## src/mdag_pkg.sv

```systemverilog
// Shared types, widths and constants of the mic DC blocker / AGC / noise gate.
// Used by the interfaces, the register block, the divider and the top level; no dependencies.
package mdag_pkg;

    localparam int SAMPLE_W      = 16;
    localparam int COEF_REG_W    = 24;
    localparam int LEVEL_W       = 15;
    localparam int ENV_W         = 24;
    localparam int GAIN_W        = 16;
    localparam int HP_MAG_W      = 26;
    localparam int GATE_F_W      = 17;

    localparam int COEF_BITS_DEF = 24;
    localparam int GAIN_MAX_DEF  = 32768;
    localparam int GAIN_MIN_DEF  = 1024;

    localparam int GAIN_ONE      = 4096;
    localparam int GATE_FLOOR    = 16463;
    localparam int GATE_ONE      = 65536;
    localparam int GATE_SPAN     = GATE_ONE - GATE_FLOOR;
    localparam int ENV_QUIET     = 256;

    localparam logic [ENV_W-1:0] Y_POS_MAX = 24'h7FFFFF;
    localparam logic [ENV_W-1:0] Y_NEG_MAG = 24'h800000;

    localparam int DIV_DVD_W     = 40;
    localparam int DIV_DVS_W     = 24;
    localparam int DIV_QUO_W     = 17;

    localparam int APB_ADDR_W    = 5;
    localparam int APB_DATA_W    = 32;

    typedef enum logic [2:0] {
        REG_HIGHPASS   = 3'd0,
        REG_ATTACK     = 3'd1,
        REG_RELEASE    = 3'd2,
        REG_GATE_SMOOTH = 3'd3,
        REG_GAIN_SLEW  = 3'd4,
        REG_TARGET     = 3'd5,
        REG_GATE_THR   = 3'd6,
        REG_AGC_EN     = 3'd7
    } reg_idx_t;

    typedef struct packed {
        logic [COEF_REG_W-1:0] highpass_coef;
        logic [COEF_REG_W-1:0] attack_coef;
        logic [COEF_REG_W-1:0] release_coef;
        logic [COEF_REG_W-1:0] gate_smooth_coef;
        logic [COEF_REG_W-1:0] gain_slew_coef;
        logic [LEVEL_W-1:0]    target_level;
        logic [LEVEL_W-1:0]    gate_threshold;
        logic                  agc_enable;
    } cfg_t;

    localparam cfg_t CFG_RESET = '{
        highpass_coef:    24'd16131293,
        attack_coef:      24'd16568838,
        release_coef:     24'd16773721,
        gate_smooth_coef: 24'd16756262,
        gain_slew_coef:   24'd16724870,
        target_level:     15'd4125,
        gate_threshold:   15'd184,
        agc_enable:       1'b1
    };

    typedef struct packed {
        logic done;
        logic ovf;
    } div_status_t;

endpackage

```

## src/mdag_if.sv

```systemverilog
// Valid/ready item channels for the sample input and the sample output.
// Depends on mdag_pkg for the sample width.
interface mdag_in_if;
    logic                                 valid;
    logic                                 ready;
    logic signed [mdag_pkg::SAMPLE_W-1:0] in_sample;

    modport source (output valid, output in_sample, input ready);
    modport sink (input valid, input in_sample, output ready);
endinterface

interface mdag_out_if;
    logic                                 valid;
    logic                                 ready;
    logic signed [mdag_pkg::SAMPLE_W-1:0] out_sample;

    modport source (output valid, output out_sample, input ready);
    modport sink (input valid, input out_sample, output ready);
endinterface

```

## src/mdag_mul.sv

```systemverilog
// Shared unsigned multiplier with a registered product.
// Self-contained; widths come from the instantiating module.
module mdag_mul #(
    parameter int A_W = 24,
    parameter int B_W = 26
) (
    input  logic               clk,
    input  logic               en,
    input  logic [A_W-1:0]     a,
    input  logic [B_W-1:0]     b,
    output logic [A_W+B_W-1:0] p
);

    logic [A_W+B_W-1:0] p_reg;
    logic [A_W+B_W-1:0] p_next;

    always_comb
    begin
        p_next = p_reg;
        if (en)
        begin
            p_next = {{B_W{1'b0}}, a} * {{A_W{1'b0}}, b};
        end
    end

    always_ff @(posedge clk)
    begin
        p_reg <= p_next;
    end

    assign p = p_reg;

endmodule

```

## src/mdag_div.sv

```systemverilog
// Shared restoring divider, one quotient bit per cycle, with overflow flag.
// Depends on mdag_pkg for operand widths and the status struct.
module mdag_div (
    input  logic                             clk,
    input  logic                             rst_n,
    input  logic                             start,
    input  logic [mdag_pkg::DIV_DVD_W-1:0]   dividend,
    input  logic [mdag_pkg::DIV_DVS_W-1:0]   divisor,
    output logic [mdag_pkg::DIV_QUO_W-1:0]   quotient,
    output mdag_pkg::div_status_t            status
);

    localparam int DVD_W = mdag_pkg::DIV_DVD_W;
    localparam int DVS_W = mdag_pkg::DIV_DVS_W;
    localparam int QUO_W = mdag_pkg::DIV_QUO_W;
    localparam int SH_W  = DVS_W + QUO_W;
    localparam int CNT_W = $clog2(QUO_W);

    logic             busy_reg, busy_next;
    logic             done_reg, done_next;
    logic             ovf_reg, ovf_next;
    logic [CNT_W-1:0] cnt_reg, cnt_next;
    logic [DVD_W-1:0] rem_reg, rem_next;
    logic [SH_W-1:0]  dsh_reg, dsh_next;
    logic [QUO_W-1:0] q_reg, q_next;
    logic             ge;

    assign ge = SH_W'(rem_reg) >= dsh_reg;

    always_comb
    begin
        busy_next = busy_reg;
        done_next = 1'b0;
        ovf_next  = ovf_reg;
        cnt_next  = cnt_reg;
        rem_next  = rem_reg;
        dsh_next  = dsh_reg;
        q_next    = q_reg;
        if (start)
        begin
            ovf_next  = SH_W'(dividend) >= (SH_W'(divisor) << QUO_W);
            rem_next  = dividend;
            dsh_next  = SH_W'(divisor) << (QUO_W - 1);
            cnt_next  = CNT_W'(QUO_W - 1);
            q_next    = '0;
            busy_next = 1'b1;
        end
        else if (busy_reg)
        begin
            if (ge)
            begin
                rem_next = rem_reg - dsh_reg[DVD_W-1:0];
            end
            q_next   = {q_reg[QUO_W-2:0], ge};
            dsh_next = dsh_reg >> 1;
            cnt_next = cnt_reg - CNT_W'(1);
            if (cnt_reg == '0)
            begin
                busy_next = 1'b0;
                done_next = 1'b1;
            end
        end
    end

    always_ff @(posedge clk or negedge rst_n)
    begin
        if (!rst_n)
        begin
            busy_reg <= 1'b0;
            done_reg <= 1'b0;
        end
        else
        begin
            busy_reg <= busy_next;
            done_reg <= done_next;
        end
    end

    always_ff @(posedge clk)
    begin
        ovf_reg <= ovf_next;
        cnt_reg <= cnt_next;
        rem_reg <= rem_next;
        dsh_reg <= dsh_next;
        q_reg   <= q_next;
    end

    assign quotient    = q_reg;
    assign status.done = done_reg;
    assign status.ovf  = ovf_reg;

endmodule

```

## src/mdag_regs.sv

```systemverilog
// APB configuration registers: coefficients, target level, gate threshold, AGC enable.
// Depends on mdag_pkg for the register struct, indexes and reset values.
module mdag_regs (
    input  logic                              clk,
    input  logic                              rst_n,
    input  logic                              psel,
    input  logic                              penable,
    input  logic                              pwrite,
    input  logic [mdag_pkg::APB_ADDR_W-1:0]   paddr,
    input  logic [mdag_pkg::APB_DATA_W-1:0]   pwdata,
    output logic [mdag_pkg::APB_DATA_W-1:0]   prdata,
    output logic                              pready,
    output mdag_pkg::cfg_t                    cfg
);

    localparam int DW = mdag_pkg::APB_DATA_W;

    mdag_pkg::cfg_t     cfg_reg, cfg_next;
    mdag_pkg::reg_idx_t idx;
    logic               wr_en;

    assign idx    = mdag_pkg::reg_idx_t'(paddr[4:2]);
    assign wr_en  = psel && penable && pwrite;
    assign pready = 1'b1;

    always_comb
    begin
        cfg_next = cfg_reg;
        if (wr_en)
        begin
            unique case (idx)
                mdag_pkg::REG_HIGHPASS:    cfg_next.highpass_coef    = pwdata[23:0];
                mdag_pkg::REG_ATTACK:      cfg_next.attack_coef      = pwdata[23:0];
                mdag_pkg::REG_RELEASE:     cfg_next.release_coef     = pwdata[23:0];
                mdag_pkg::REG_GATE_SMOOTH: cfg_next.gate_smooth_coef = pwdata[23:0];
                mdag_pkg::REG_GAIN_SLEW:   cfg_next.gain_slew_coef   = pwdata[23:0];
                mdag_pkg::REG_TARGET:      cfg_next.target_level     = pwdata[14:0];
                mdag_pkg::REG_GATE_THR:    cfg_next.gate_threshold   = pwdata[14:0];
                mdag_pkg::REG_AGC_EN:      cfg_next.agc_enable       = pwdata[0];
                default:                   cfg_next = cfg_reg;
            endcase
        end
    end

    always_comb
    begin
        unique case (idx)
            mdag_pkg::REG_HIGHPASS:    prdata = DW'(cfg_reg.highpass_coef);
            mdag_pkg::REG_ATTACK:      prdata = DW'(cfg_reg.attack_coef);
            mdag_pkg::REG_RELEASE:     prdata = DW'(cfg_reg.release_coef);
            mdag_pkg::REG_GATE_SMOOTH: prdata = DW'(cfg_reg.gate_smooth_coef);
            mdag_pkg::REG_GAIN_SLEW:   prdata = DW'(cfg_reg.gain_slew_coef);
            mdag_pkg::REG_TARGET:      prdata = DW'(cfg_reg.target_level);
            mdag_pkg::REG_GATE_THR:    prdata = DW'(cfg_reg.gate_threshold);
            mdag_pkg::REG_AGC_EN:      prdata = DW'(cfg_reg.agc_enable);
            default:                   prdata = '0;
        endcase
    end

    always_ff @(posedge clk or negedge rst_n)
    begin
        if (!rst_n)
        begin
            cfg_reg <= mdag_pkg::CFG_RESET;
        end
        else
        begin
            cfg_reg <= cfg_next;
        end
    end

    assign cfg = cfg_reg;

endmodule

```

## src/mic_dc_block_agc_gate.sv

```systemverilog
// Top level: DC blocker, level envelope, AGC and noise gate around one shared
// multiplier and one shared divider. Depends on mdag_pkg, mdag_if, mdag_mul,
// mdag_div and mdag_regs.
//
//   port      dir  handshake      payload
//   din       in   valid/ready    in_sample  (16 bit signed)
//   dout      out  valid/ready    out_sample (16 bit signed)
//   apb       in   psel/penable   8 registers at 4*i, 32 bit data, pready tied high
//
// AGC off with the gate open is the shortest path through the states; the longest
// runs both the gain division and the gate division, each a pass of 17 quotient
// bits through the shared divider, and every multiply goes through its product register.
// din.ready is high only in the idle state; a result waits in the output
// register while the next item is taken. Reset clears all filter state to zero
// and the gain to unity; there is no clearing pass.
module mic_dc_block_agc_gate #(
    parameter int COEF_BITS = mdag_pkg::COEF_BITS_DEF,
    parameter int GAIN_MAX  = mdag_pkg::GAIN_MAX_DEF,
    parameter int GAIN_MIN  = mdag_pkg::GAIN_MIN_DEF
) (
    input  logic                            clk,
    input  logic                            rst_n,
    mdag_in_if.sink                         din,
    mdag_out_if.source                      dout,
    input  logic                            psel,
    input  logic                            penable,
    input  logic                            pwrite,
    input  logic [mdag_pkg::APB_ADDR_W-1:0] paddr,
    input  logic [mdag_pkg::APB_DATA_W-1:0] pwdata,
    output logic [mdag_pkg::APB_DATA_W-1:0] prdata,
    output logic                            pready
);

    localparam int SW    = mdag_pkg::SAMPLE_W;
    localparam int EW    = mdag_pkg::ENV_W;
    localparam int GW    = mdag_pkg::GAIN_W;
    localparam int FW    = mdag_pkg::GATE_F_W;
    localparam int BW    = mdag_pkg::HP_MAG_W;
    localparam int AW    = COEF_BITS;
    localparam int MW    = AW + BW;
    localparam int QW    = mdag_pkg::DIV_QUO_W;
    localparam int DDW   = mdag_pkg::DIV_DVD_W;
    localparam int DSW   = mdag_pkg::DIV_DVS_W;
    localparam int OPW   = EW + GW;

    localparam logic [MW-1:0] HALF      = MW'(1) << (COEF_BITS - 1);
    localparam logic [31:0]   COEF_MAX  = 32'((64'd1 << COEF_BITS) - 64'd1);
    localparam logic [GW-1:0] GMAX      = GW'(GAIN_MAX);
    localparam logic [GW-1:0] GMIN      = GW'(GAIN_MIN);
    localparam logic [QW-1:0] QMAX      = QW'(GAIN_MAX);
    localparam logic [QW-1:0] QMIN      = QW'(GAIN_MIN);
    localparam logic [GW-1:0] GONE      = GW'(mdag_pkg::GAIN_ONE);
    localparam logic [FW-1:0] FLOOR_F   = FW'(mdag_pkg::GATE_FLOOR);
    localparam logic [FW-1:0] ONE_F     = FW'(mdag_pkg::GATE_ONE);
    localparam logic [AW-1:0] SPAN_A    = AW'(mdag_pkg::GATE_SPAN);
    localparam logic [EW-1:0] QUIET_ENV = EW'(mdag_pkg::ENV_QUIET);

    typedef enum logic [21:0] {
        S_IDLE     = 22'h000001,
        S_HP_SUM   = 22'h000002,
        S_HP_MUL   = 22'h000004,
        S_HP_OUT   = 22'h000008,
        S_ENV_DIFF = 22'h000010,
        S_ENV_MUL  = 22'h000020,
        S_ENV_UPD  = 22'h000040,
        S_GT_DIFF  = 22'h000080,
        S_GT_MUL   = 22'h000100,
        S_GT_UPD   = 22'h000200,
        S_AGC_SEL  = 22'h000400,
        S_AGC_DIV  = 22'h000800,
        S_AGC_DIFF = 22'h001000,
        S_AGC_MUL  = 22'h002000,
        S_AGC_UPD  = 22'h004000,
        S_GF_MUL   = 22'h008000,
        S_GF_DIV   = 22'h010000,
        S_GF_WAIT  = 22'h020000,
        S_GFA_MUL  = 22'h040000,
        S_GFA_UPD  = 22'h080000,
        S_OUT_MUL  = 22'h100000,
        S_OUT_RND  = 22'h200000
    } state_t;

    mdag_pkg::cfg_t          cfg;
    mdag_pkg::div_status_t   div_st;

    state_t                  state_reg, state_next;
    logic signed [SW-1:0]    x_reg, x_next;
    logic signed [SW-1:0]    hp_in_reg, hp_in_next;
    logic [EW-1:0]           hp_out_reg, hp_out_next;
    logic [EW-1:0]           level_env_reg, level_env_next;
    logic [EW-1:0]           gate_env_reg, gate_env_next;
    logic [GW-1:0]           gain_reg, gain_next;
    logic                    out_valid_reg, out_valid_next;
    logic signed [SW-1:0]    out_sample_reg, out_sample_next;

    logic [BW-1:0]           op_reg, op_next;
    logic                    neg_reg, neg_next;
    logic                    sub_reg, sub_next;
    logic                    yneg_reg, yneg_next;
    logic [EW-1:0]           mag_reg, mag_next;
    logic [GW-1:0]           want_reg, want_next;
    logic [GW-1:0]           g_reg, g_next;
    logic [FW-1:0]           f_reg, f_next;

    logic                    mul_en;
    logic [AW-1:0]           mul_a;
    logic [BW-1:0]           mul_b;
    logic [MW-1:0]           mul_p;

    logic                    div_start;
    logic [DDW-1:0]          div_dvd;
    logic [DSW-1:0]          div_dvs;
    logic [QW-1:0]           div_q;

    logic [AW-1:0]           c_hp, c_att, c_rel, c_gate, c_slew;
    logic [SW:0]             hp_dx;
    logic [BW-1:0]           hp_sum;
    logic [BW-1:0]           hp_smag;
    logic [MW-1:0]           hp_acc;
    logic [BW-1:0]           hp_pm;
    logic [EW-1:0]           y_val, y_mag;
    logic [EW-2:0]           gate_th;
    logic                    gate_on;
    logic [FW:0]             f_sum;
    logic [32:0]             ga_acc;
    logic [OPW-1:0]          out_prod;
    logic [QW+2:0]           out_q;
    logic [19:0]             out_r;
    logic                    out_inc;
    logic [QW+3:0]           out_qr;
    logic signed [SW-1:0]    out_val;

    function automatic logic [AW-1:0] coef_sat(input logic [mdag_pkg::COEF_REG_W-1:0] c);
        logic [31:0] ext;
        ext = 32'(c);
        if (ext > COEF_MAX)
        begin
            ext = COEF_MAX;
        end
        return ext[AW-1:0];
    endfunction

    function automatic logic [EW-1:0] smooth_fin(input logic [EW-1:0] m,
                                                 input logic [MW-1:0] p,
                                                 input logic          sub);
        logic [MW-1:0] base;
        logic [MW-1:0] acc;
        base = MW'(m) << COEF_BITS;
        acc  = sub ? (base - p + HALF) : (base + p + HALF);
        return acc[COEF_BITS+EW-1:COEF_BITS];
    endfunction

    mdag_regs u_regs (
        .clk     (clk),
        .rst_n   (rst_n),
        .psel    (psel),
        .penable (penable),
        .pwrite  (pwrite),
        .paddr   (paddr),
        .pwdata  (pwdata),
        .prdata  (prdata),
        .pready  (pready),
        .cfg     (cfg)
    );

    mdag_mul #(
        .A_W (AW),
        .B_W (BW)
    ) u_mul (
        .clk (clk),
        .en  (mul_en),
        .a   (mul_a),
        .b   (mul_b),
        .p   (mul_p)
    );

    mdag_div u_div (
        .clk      (clk),
        .rst_n    (rst_n),
        .start    (div_start),
        .dividend (div_dvd),
        .divisor  (div_dvs),
        .quotient (div_q),
        .status   (div_st)
    );

    assign c_hp   = coef_sat(cfg.highpass_coef);
    assign c_att  = coef_sat(cfg.attack_coef);
    assign c_rel  = coef_sat(cfg.release_coef);
    assign c_gate = coef_sat(cfg.gate_smooth_coef);
    assign c_slew = coef_sat(cfg.gain_slew_coef);

    assign hp_dx   = {x_reg[SW-1], x_reg} - {hp_in_reg[SW-1], hp_in_reg};
    assign hp_sum  = {{(BW-EW){hp_out_reg[EW-1]}}, hp_out_reg} + {hp_dx[SW], hp_dx, 8'b0};
    assign hp_smag = hp_sum[BW-1] ? (BW'(0) - hp_sum) : hp_sum;
    assign hp_acc  = mul_p + HALF;
    assign hp_pm   = hp_acc[MW-1:COEF_BITS];

    always_comb
    begin
        if (!neg_reg)
        begin
            if (hp_pm > BW'(mdag_pkg::Y_POS_MAX))
            begin
                y_val = mdag_pkg::Y_POS_MAX;
            end
            else
            begin
                y_val = hp_pm[EW-1:0];
            end
            y_mag = y_val;
        end
        else
        begin
            if (hp_pm > BW'(mdag_pkg::Y_NEG_MAG))
            begin
                y_mag = mdag_pkg::Y_NEG_MAG;
            end
            else
            begin
                y_mag = hp_pm[EW-1:0];
            end
            y_val = EW'(0) - y_mag;
        end
    end

    assign gate_th = {cfg.gate_threshold, 8'b0};
    assign gate_on = gate_env_reg < EW'(gate_th);
    assign f_sum   = (FW+1)'(FLOOR_F) + (FW+1)'(div_q);
    assign ga_acc  = mul_p[32:0] + 33'd32768;

    assign out_prod = mul_p[OPW-1:0];
    assign out_q    = out_prod[OPW-1:20];
    assign out_r    = out_prod[19:0];
    assign out_inc  = (out_r > 20'h80000) || ((out_r == 20'h80000) && out_q[0]);
    assign out_qr   = {1'b0, out_q} + (QW+4)'(out_inc);

    always_comb
    begin
        if (yneg_reg)
        begin
            if (out_qr > (QW+4)'(32768))
            begin
                out_val = 16'sh8000;
            end
            else
            begin
                out_val = SW'(0) - out_qr[SW-1:0];
            end
        end
        else
        begin
            if (out_qr > (QW+4)'(32767))
            begin
                out_val = 16'sh7FFF;
            end
            else
            begin
                out_val = out_qr[SW-1:0];
            end
        end
    end

    always_comb
    begin
        mul_en = 1'b0;
        mul_a  = c_hp;
        mul_b  = op_reg;
        unique case (state_reg)
            S_HP_MUL:
            begin
                mul_en = 1'b1;
                mul_a  = c_hp;
            end
            S_ENV_MUL:
            begin
                mul_en = 1'b1;
                mul_a  = sub_reg ? c_att : c_rel;
            end
            S_GT_MUL:
            begin
                mul_en = 1'b1;
                mul_a  = c_gate;
            end
            S_AGC_MUL:
            begin
                mul_en = 1'b1;
                mul_a  = c_slew;
            end
            S_GF_MUL:
            begin
                mul_en = 1'b1;
                mul_a  = SPAN_A;
                mul_b  = BW'(gate_env_reg);
            end
            S_GFA_MUL:
            begin
                mul_en = 1'b1;
                mul_a  = AW'(g_reg);
                mul_b  = BW'(f_reg);
            end
            S_OUT_MUL:
            begin
                mul_en = 1'b1;
                mul_a  = AW'(g_reg);
                mul_b  = BW'(mag_reg);
            end
            default:
            begin
                mul_en = 1'b0;
            end
        endcase
    end

    assign din.ready       = (state_reg == S_IDLE);
    assign dout.valid      = out_valid_reg;
    assign dout.out_sample = out_sample_reg;

    always_comb
    begin
        state_next      = state_reg;
        x_next          = x_reg;
        hp_in_next      = hp_in_reg;
        hp_out_next     = hp_out_reg;
        level_env_next  = level_env_reg;
        gate_env_next   = gate_env_reg;
        gain_next       = gain_reg;
        out_valid_next  = out_valid_reg;
        out_sample_next = out_sample_reg;
        op_next         = op_reg;
        neg_next        = neg_reg;
        sub_next        = sub_reg;
        yneg_next       = yneg_reg;
        mag_next        = mag_reg;
        want_next       = want_reg;
        g_next          = g_reg;
        f_next          = f_reg;
        div_start       = 1'b0;
        div_dvd         = DDW'({cfg.target_level, 20'b0}) + DDW'(level_env_reg >> 1);
        div_dvs         = DSW'(level_env_reg);

        if (out_valid_reg && dout.ready)
        begin
            out_valid_next = 1'b0;
        end

        unique case (state_reg)
            S_IDLE:
            begin
                if (din.valid)
                begin
                    x_next     = din.in_sample;
                    state_next = S_HP_SUM;
                end
            end
            S_HP_SUM:
            begin
                neg_next   = hp_sum[BW-1];
                op_next    = hp_smag;
                state_next = S_HP_MUL;
            end
            S_HP_MUL:
            begin
                state_next = S_HP_OUT;
            end
            S_HP_OUT:
            begin
                hp_in_next  = x_reg;
                hp_out_next = y_val;
                mag_next    = y_mag;
                yneg_next   = neg_reg && (hp_pm != '0);
                state_next  = S_ENV_DIFF;
            end
            S_ENV_DIFF:
            begin
                sub_next   = level_env_reg < mag_reg;
                op_next    = (level_env_reg < mag_reg) ? BW'(mag_reg - level_env_reg)
                                                       : BW'(level_env_reg - mag_reg);
                state_next = S_ENV_MUL;
            end
            S_ENV_MUL:
            begin
                state_next = S_ENV_UPD;
            end
            S_ENV_UPD:
            begin
                level_env_next = smooth_fin(mag_reg, mul_p, sub_reg);
                state_next     = S_GT_DIFF;
            end
            S_GT_DIFF:
            begin
                sub_next   = gate_env_reg < mag_reg;
                op_next    = (gate_env_reg < mag_reg) ? BW'(mag_reg - gate_env_reg)
                                                      : BW'(gate_env_reg - mag_reg);
                state_next = S_GT_MUL;
            end
            S_GT_MUL:
            begin
                state_next = S_GT_UPD;
            end
            S_GT_UPD:
            begin
                gate_env_next = smooth_fin(mag_reg, mul_p, sub_reg);
                state_next    = S_AGC_SEL;
            end
            S_AGC_SEL:
            begin
                if (!cfg.agc_enable)
                begin
                    g_next     = GONE;
                    state_next = gate_on ? S_GF_MUL : S_OUT_MUL;
                end
                else if (level_env_reg > QUIET_ENV)
                begin
                    div_start  = 1'b1;
                    state_next = S_AGC_DIV;
                end
                else
                begin
                    want_next  = GMAX;
                    state_next = S_AGC_DIFF;
                end
            end
            S_AGC_DIV:
            begin
                if (div_st.done)
                begin
                    if (div_st.ovf || (div_q > QMAX))
                    begin
                        want_next = GMAX;
                    end
                    else if (div_q < QMIN)
                    begin
                        want_next = GMIN;
                    end
                    else
                    begin
                        want_next = div_q[GW-1:0];
                    end
                    state_next = S_AGC_DIFF;
                end
            end
            S_AGC_DIFF:
            begin
                sub_next   = gain_reg < want_reg;
                op_next    = (gain_reg < want_reg) ? BW'(want_reg - gain_reg)
                                                   : BW'(gain_reg - want_reg);
                state_next = S_AGC_MUL;
            end
            S_AGC_MUL:
            begin
                state_next = S_AGC_UPD;
            end
            S_AGC_UPD:
            begin
                gain_next  = GW'(smooth_fin(EW'(want_reg), mul_p, sub_reg));
                g_next     = GW'(smooth_fin(EW'(want_reg), mul_p, sub_reg));
                state_next = gate_on ? S_GF_MUL : S_OUT_MUL;
            end
            S_GF_MUL:
            begin
                state_next = S_GF_DIV;
            end
            S_GF_DIV:
            begin
                div_start  = 1'b1;
                div_dvd    = mul_p[DDW-1:0] + DDW'(gate_th >> 1);
                div_dvs    = DSW'(gate_th);
                state_next = S_GF_WAIT;
            end
            S_GF_WAIT:
            begin
                if (div_st.done)
                begin
                    if (f_sum > (FW+1)'(ONE_F))
                    begin
                        f_next = ONE_F;
                    end
                    else
                    begin
                        f_next = f_sum[FW-1:0];
                    end
                    state_next = S_GFA_MUL;
                end
            end
            S_GFA_MUL:
            begin
                state_next = S_GFA_UPD;
            end
            S_GFA_UPD:
            begin
                g_next     = ga_acc[31:16];
                state_next = S_OUT_MUL;
            end
            S_OUT_MUL:
            begin
                state_next = S_OUT_RND;
            end
            S_OUT_RND:
            begin
                if (!out_valid_reg || dout.ready)
                begin
                    out_sample_next = out_val;
                    out_valid_next  = 1'b1;
                    state_next      = S_IDLE;
                end
            end
            default:
            begin
                state_next = S_IDLE;
            end
        endcase
    end

    always_ff @(posedge clk or negedge rst_n)
    begin
        if (!rst_n)
        begin
            state_reg     <= S_IDLE;
            hp_in_reg     <= '0;
            hp_out_reg    <= '0;
            level_env_reg <= '0;
            gate_env_reg  <= '0;
            gain_reg      <= GONE;
            out_valid_reg <= 1'b0;
        end
        else
        begin
            state_reg     <= state_next;
            hp_in_reg     <= hp_in_next;
            hp_out_reg    <= hp_out_next;
            level_env_reg <= level_env_next;
            gate_env_reg  <= gate_env_next;
            gain_reg      <= gain_next;
            out_valid_reg <= out_valid_next;
        end
    end

    always_ff @(posedge clk)
    begin
        x_reg          <= x_next;
        out_sample_reg <= out_sample_next;
        op_reg         <= op_next;
        neg_reg        <= neg_next;
        sub_reg        <= sub_next;
        yneg_reg       <= yneg_next;
        mag_reg        <= mag_next;
        want_reg       <= want_next;
        g_reg          <= g_next;
        f_reg          <= f_next;
    end

endmodule
```

## src/flat_wrapper.sv

```systemverilog
// flat-port wrapper written by rule: the top's interface ports become plain ports
module mic_dc_block_agc_gate_flat 
#(
    parameter int COEF_BITS = mdag_pkg::COEF_BITS_DEF,
    parameter int GAIN_MAX  = mdag_pkg::GAIN_MAX_DEF,
    parameter int GAIN_MIN  = mdag_pkg::GAIN_MIN_DEF
)
  (clk, rst_n, psel, penable, pwrite, paddr, pwdata, prdata, pready, din_valid, din_in_sample, din_ready, dout_valid, dout_out_sample, dout_ready);
  mdag_in_if din_i ();
  mdag_out_if dout_i ();
  input  logic clk;
  input  logic rst_n;
  input  logic psel;
  input  logic penable;
  input  logic pwrite;
  input  logic [mdag_pkg::APB_ADDR_W-1:0] paddr;
  input  logic [mdag_pkg::APB_DATA_W-1:0] pwdata;
  output logic [mdag_pkg::APB_DATA_W-1:0] prdata;
  output logic pready;
  input wire logic [$bits(din_i.valid)-1:0] din_valid;
  input wire logic [$bits(din_i.in_sample)-1:0] din_in_sample;
  output wire logic [$bits(din_i.ready)-1:0] din_ready;
  output wire logic [$bits(dout_i.valid)-1:0] dout_valid;
  output wire logic [$bits(dout_i.out_sample)-1:0] dout_out_sample;
  input wire logic [$bits(dout_i.ready)-1:0] dout_ready;
  assign din_i.valid = din_valid;
  assign din_i.in_sample = din_in_sample;
  assign din_ready = din_i.ready;
  assign dout_valid = dout_i.valid;
  assign dout_out_sample = dout_i.out_sample;
  assign dout_i.ready = dout_ready;
  mic_dc_block_agc_gate #(.COEF_BITS(COEF_BITS), .GAIN_MAX(GAIN_MAX), .GAIN_MIN(GAIN_MIN)) u_core (.clk(clk), .rst_n(rst_n), .din(din_i), .dout(dout_i), .psel(psel), .penable(penable), .pwrite(pwrite), .paddr(paddr), .pwdata(pwdata), .prdata(prdata), .pready(pready));
endmodule
```

## config.mk

```make
export PLATFORM = sky130hd
export DESIGN_NAME = mic_dc_block_agc_gate_flat
export DESIGN_NICKNAME = d
export VERILOG_FILES = /design/src/mdag_pkg.sv /design/src/mdag_if.sv /design/src/mdag_mul.sv /design/src/mdag_div.sv /design/src/mdag_regs.sv /design/src/mic_dc_block_agc_gate.sv /design/src/flat_wrapper.sv
export SDC_FILE = /design/constraint.sdc
export NUM_CORES = 2
export LEC_CHECK = 0
export BUFFER_PORTS_ARGS = -buffer_cell sky130_fd_sc_hd__buf_2
export CAP_MARGIN = 20
export CORE_UTILIZATION = 49
export DETAILED_ROUTE_END_ITERATION = 12
export PLACE_DENSITY = 0.7
export SYNTH_ARGS = -nofsm -noshare
export SYNTH_HDL_FRONTEND = slang
export SYNTH_SLANG_ARGS = --single-unit
```

## constraint.sdc

```tcl
create_clock -name clk -period 19.36 [get_ports clk]
set_input_delay 0.968 -clock clk [delete_from_list [all_inputs] [get_ports clk]]
set_output_delay 0.968 -clock clk [all_outputs]
set_load 0.05 [all_outputs]
```

# --- Word level (Yosys, flattened, before mapping) ---
# Cells that the tools add are included.
totals:
  elab_cells: 205
  out_inout_bits: 51
  input_bits: 60
  regBits: 567
op_classes:
  n_addsub: 27
  eq_ne: 37
  multipliers: 1
  magnitude_cmp: 15
  n_reduce_logical: 35
  muxes: 56
op_table:
  columns: ["operator", "count"]
  rows:
  - ["$pmux W22 S22", 1]
  - ["$mux W40", 7]
  - ["$pmux W32 S8", 1]
  - ["$mux W24", 7]
  - ["$mux W16", 9]
  - ["$pmux W24 S5", 1]
  - ["$mux W22", 5]
  - ["$mux W26", 4]
  - ["$pmux W26 S4", 1]
  - ["$sub A24 B24 Y25", 4]
  - ["$add A48 B24 Y48 const B", 2]
  - ["$add A40 B24 Y40 const B", 2]
  - ["$sub A40 B40 Y40", 2]
  - ["$pmux W26 S3", 1]
  - ["$sub A16 B16 Y17", 3]
  - ["$add A50 B24 Y50 const B", 1]
  - ["$mul A24 B26 Y50", 1]
  - ["$add A48 B48 Y48", 1]
  - ["$lt A24 B24 Y1", 2]
  - ["$mux W48", 1]
  - ["$pmux W16 S3", 1]
  - ["$sub A48 B48 Y48", 1]
  - ["$ge A40 B41 Y1", 1]
  - ["$add A40 B22 Y40", 1]
  - ["other kinds (69)", 111]

# --- Longest topological paths before layout ---
logic_depth:
  depth_word: 7
  mapped_depth: 40
  mapped_depth_nobuf: 34

# --- Cells and area by module ---
# Synthesis repeated with hierarchy kept, for this count alone.
unflattened:
  hier_cells: 7493
  hier_area_um2: 65718.0
modules_own_cells:
  columns: ["module", "instances", "area_per_inst_um2", "seq_area_each_um2", "cells_per_inst"]
  rows:
  - ["mic_dc_block_agc_gate", 1, 29343.1, 7204.4, 3741]
  - ["mdag_mul", 1, 21914.8, 1501.4, 2379]
  - ["mdag_div", 1, 7295.7, 2762.6, 858]
  - ["mdag_regs", 1, 7164.4, 3883.7, 515]

# --- Worst setup path before layout ---
# OpenSTA, ideal clock, no wires.
synth_timing:
  path_kind: "reg2reg"
  from: "register u_core.state_reg[0]"
  to: "register u_core.u_mul.p_reg[43], in the netlist u_core.u_mul.p[43] (data pin)"
  arrival_time_ns: 9.134
  setup_time_ns: 0.265
  required_time_ns: 19.095
  n_path_buf: 6
  synth_period_minus_slack_ns: 9.399
  stages_incl_launch_ff: 39
  setup_slack_ns: 9.961
  path_cell_list: "dfstp_2 > nor4_2 > nand2_1 > nor2_2 > and4b_1 > buf_2 > or2_1 > buf_2 > nand2b_4 > or4_1 > buf_2 > buf_6 > buf_6 > a21oi_4 > buf_2 > nand2_1 > fa_1 > inv_1 > [3 not listed] > inv_1 > fa_1 > fa_1 > fa_1 > inv_1 > fa_1 > inv_1 > ha_1 > a21o_1 > a21oi_1 > o21ai_0 > a41oi_1 > a311oi_1 > a211oi_1 > o21ai_0 > a221oi_1 > o21ai_0 > xor2_1"
synth_between:
  elab_chain_len: 4
synth_rtl:
  columns: ["item", "line_no", "source"]
  rows:
  - ["from (decl)", "mic_dc_block_agc_gate.sv:86", "state_t state_reg, state_next;"]
  - ["from (signal assigned)", "mic_dc_block_agc_gate.sv:529", "state_reg <= state_next;"]
  - ["$eq A22 B19 Y1 / $eq A22 B21 Y1 (equally long branches)", "mic_dc_block_agc_gate.sv:269", "unique case (state_reg)"]
  - ["$reduce_or A2 Y1 (no source line)", null, null]
  - ["$pmux W24 S5", "mic_dc_block_agc_gate.sv:269", null]
  - ["$mul A24 B26 Y50 *", "mdag_mul.sv:22", "p_next = {{B_W{1'b0}}, a} * {{A_W{1'b0}}, b};"]
  - ["to (signal assigned)", "mdag_mul.sv:28", "p_reg <= p_next;"]
  - ["to (decl)", "mdag_mul.sv:14", "logic [A_W+B_W-1:0] p_reg;"]
# Every way passes the cells marked *; elsewhere a longest branch is shown, timed or not.
# A chain may end at the register's enable or synchronous reset.

# --- Worst setup path in the final report ---
layout_timing:
  from: "register u_core.state_reg[9]"
  to: "register u_core.u_mul.p_reg[43], in the netlist u_core.u_mul.p[43] (data pin)"
# Same word-level chain as after synthesis.

==> flow_summary_export.csv <==
group,metric,value,unit
grt,grt_use_met1,46.5,%
timing,worst_pin_slew,1.42,ns
floorplan,dieArea,134000,µm²
critical_path,path_buf_inv,9,
grt,grt_pass1_vias,54400,
cts,h-tree-depth,3,
grt,grt_usage,34.7,%
critical_path,r2r_end,"u_core.u_mul.p[43]",
route,drt-total-wl,236,mm
cells_and_area,layout_commonest_cell,"inv_1",
synthesis,avgSynthCellArea,8.76,µm²
cts,cts_buffer_depth,3,
synthesis,yosys.area_share.simple,15.5,%
critical_path,worst_setup_path_end_kind,"flip-flop",
cts,postCtsSetupBuffers,0,
critical_path,cp_common_cell,"fa_1",
timing,rsz0062_at_grt,"false",
synthesis,synth.top_cell.area_share,16.6,%
timing,hold_violations,0,
status,status,"finished, final reports clean",
route,first_pass_iters,8,
grt,antenna_found_initial,13,
synthesis,synth_cells,7438,
critical_path,reg2regPathDepth,36,
timing,period_share,65.3,%
synthesis,synth_compound_area_share,15.6,%
critical_path,start_kind,"flip-flop",
synthesis,synth_adder_area_share,26.6,%
grt,grt_pass1_wl,349,mm
placed_design,place.gp.congestion,1.06,
synthesis,synth-seq-cells,567,
timing,drv_slew,0,
grt,grt_use_met2,51.7,%
critical_path,arrival,13.05,ns
critical_path,crit_fanout,44,
cells_and_area,ff_latch_area,15400,µm²
grt,met3_usage,8.79,%
timing,tns,0,ns
floorplan,initial_core_util,49.5,%
synthesis,muxShareOfSynthArea,6.02,%
floorplan,die_h,367,µm
grt,grt_overflow,0,
cts,cts_buffers,73,
timing,setup_violations,0,
flow_run,maxCapViolCount,0,
grt,top_usage_layer,"met2",
cells_and_area,nFillCells,12100,
synthesis,syn_area,65100,µm²
synthesis,yosys.area.top_type,"fa_1",
critical_path,cp.required,19.77,ns
synthesis,synth_xor_area_share,4.60,%
cells_and_area,syn2layout_area_growth,6.88,%
floorplan,die_x,367,µm
critical_path,max_stage_delay,0.86,ns
timing,clock.fmax,0.0791,GHz
route,vias,56200,
critical_path,crit_family,"adder cells",
route,via_per_inst,6.14,
cells_and_area,largest_register_ffs,151,
cts,clk_latency,0.72,ns
critical_path,r2r-start,"u_core.state_reg[9]",
cts,ctsHoldBuffers,0,
cells_and_area,layout_common_cells,"980 x inv_1, 803 x nand2_1, 690 x nor2_1, 541 x fa_1, 520 x ha_1",
timing,skew,0.0701,ns
cells_and_area,nets,8454,
placed_design,place_hpwl,184,mm
cts,cts_resized,0,
cts,cts_tree,"yes",
cts,cts_root_buf,"clkbuf_16",
cts,clk_pin_slew,0.06,ns
grt,grt_max_degree,164,
min_path,hold_path_class,"primary input to asynchronous set/reset pin",
cts,cts_num_sinks,567,
synthesis,synthArstFlopShare,49.4,%
cells_and_area,drive_gt1_share,9.48,%
critical_path,slowest_stage,"mux2i_4",
critical_path,crit_type,"flip-flop to flip-flop",
cells_and_area,multi_input_area,44600,µm²
timing,relSlewSlack,4.51,%
synthesis,seq_area_frac_synth,23.6,%
synthesis,synth.area.top_cells,"fa_1 17%, edfxtp_1 11%, ha_1 10%",
synthesis,synth_top_family_by_area,"adder cells",
route,drt-initial-drc-count,5946,
route,wl_per_cell,25.8,µm
synthesis,synth_edf_count,249,
placed_design,port_buffers,91,
critical_path,r2r_slack,6.72,ns
route,ant_nets,0,
floorplan,num_rows,133,
route,drc,0,
timing,layout_min_cycle_time,12.64,ns
floorplan,ios,111,
synthesis,yosys_warnings,0,
synthesis,synthDistinctLibCells,112,
floorplan,core_area,132000,µm²
synthesis,synth_ff_type,"edfxtp_1",
worst reg2reg max path: cells and delay by family, from the launching register on:
kind,cells,cell delay (ns)
compound gates,7,2.57
buf+inv,9,1.68
fa+ha+maj,8,4.01
flops,1,0.50
simple gates,10,2.55
mux,1,0.88
xor+xnor,1,0.16
per-layer routing:
metal,part of all wire (%),routed length [µm]
met3,10,24500
met5,0.047,110
met2,43,102000
met4,5.8,13800
met1,40,95500
cell usage after synthesis (20+ instances only):
master     count
a211oi_1      42
a21boi_0      23
a21o_1       185
a21oi_1      399
a22oi_1       54
a31oi_1       56
and2_1        77
and3_1        50
buf_1         34
buf_2         65
buf_4         23
clkbuf_1     245
dfrtp_1      194
dfstp_2       86
dfxtp_1       38
edfxtp_1     249
fa_1         541
ha_1         520
inv_1        981
mux2_2       193
mux2i_1      120
nand2_1      803
nand2b_1      47
nand3_1      131
nand4_1       54
nor2_1       694
nor2b_1       53
nor3_1        88
nor3b_1       23
nor4_1        47
o2111ai_1     20
o211ai_1      50
o21a_1        48
o21ai_0      368
o21bai_1      52
o22ai_1       30
o31ai_1       26
or3_1         23
xnor2_1      246
xor2_1        96
per-stage QoR:
step	hold slack, ns	std cells	setup WS (ns)	instance area (µm²)	util (%)
after detailed placement	0.468	9010	6.93	67100	51.0
after global placement	0.463	9008	7.13	67100	51.0
final	0.221	9150	6.72	69600	52.9
after floorplan	0.445	7445	9.96	65200	-
after CTS	0.218	9146	6.85	69600	52.9
after global routing	0.258	9149	5.94	69600	52.9
kinds of logic (layout without fill, tap and decap cells):
family          count (synthesis)  count (layout)
flops                         567             567
buf+inv                      1361            1310
compound gates               1563            1563
fa+ha+maj                    1061            1061
xor+xnor                      342             342
other cells                     2              10
mux                           340             340
simple gates                 2202            2202
final cells by class:
| type | count | area share (%) |
|---|---|---|
| flip-flops and latches | 567 | 22.1 |
| clock inverters | 45 | 0.742 |
| inverters | 986 | 5.32 |
| well taps | 1755 | 3.15 |
| clock buffers | 91 | 2.85 |
| repair buffers | 188 | 1.76 |
| multi-input cells | 5517 | 64.1 |
| diodes | 1 | 0.00359 |
worst max-delay path by stage:
stage                         from            endpoint  slack (ns)  cells past startpoint
2_1_floorplan  u_core.state_reg[0]  u_core.u_mul.p[43]        9.96                     38
3_3_place_gp   u_core.state_reg[9]  u_core.u_mul.p[43]        7.13                     36
3_5_place_dp   u_core.state_reg[6]  u_core.u_mul.p[43]        6.93                     36
4_1_cts        u_core.state_reg[9]  u_core.u_mul.p[43]        6.85                     36
5_1_grt        u_core.state_reg[9]  u_core.u_mul.p[43]        5.94                     36
6_report       u_core.state_reg[9]  u_core.u_mul.p[43]        6.72                     36
Power is left out: the tool's default activity adds up to more than one toggle a clock period on the data nets, which glitch-free logic cannot reach.
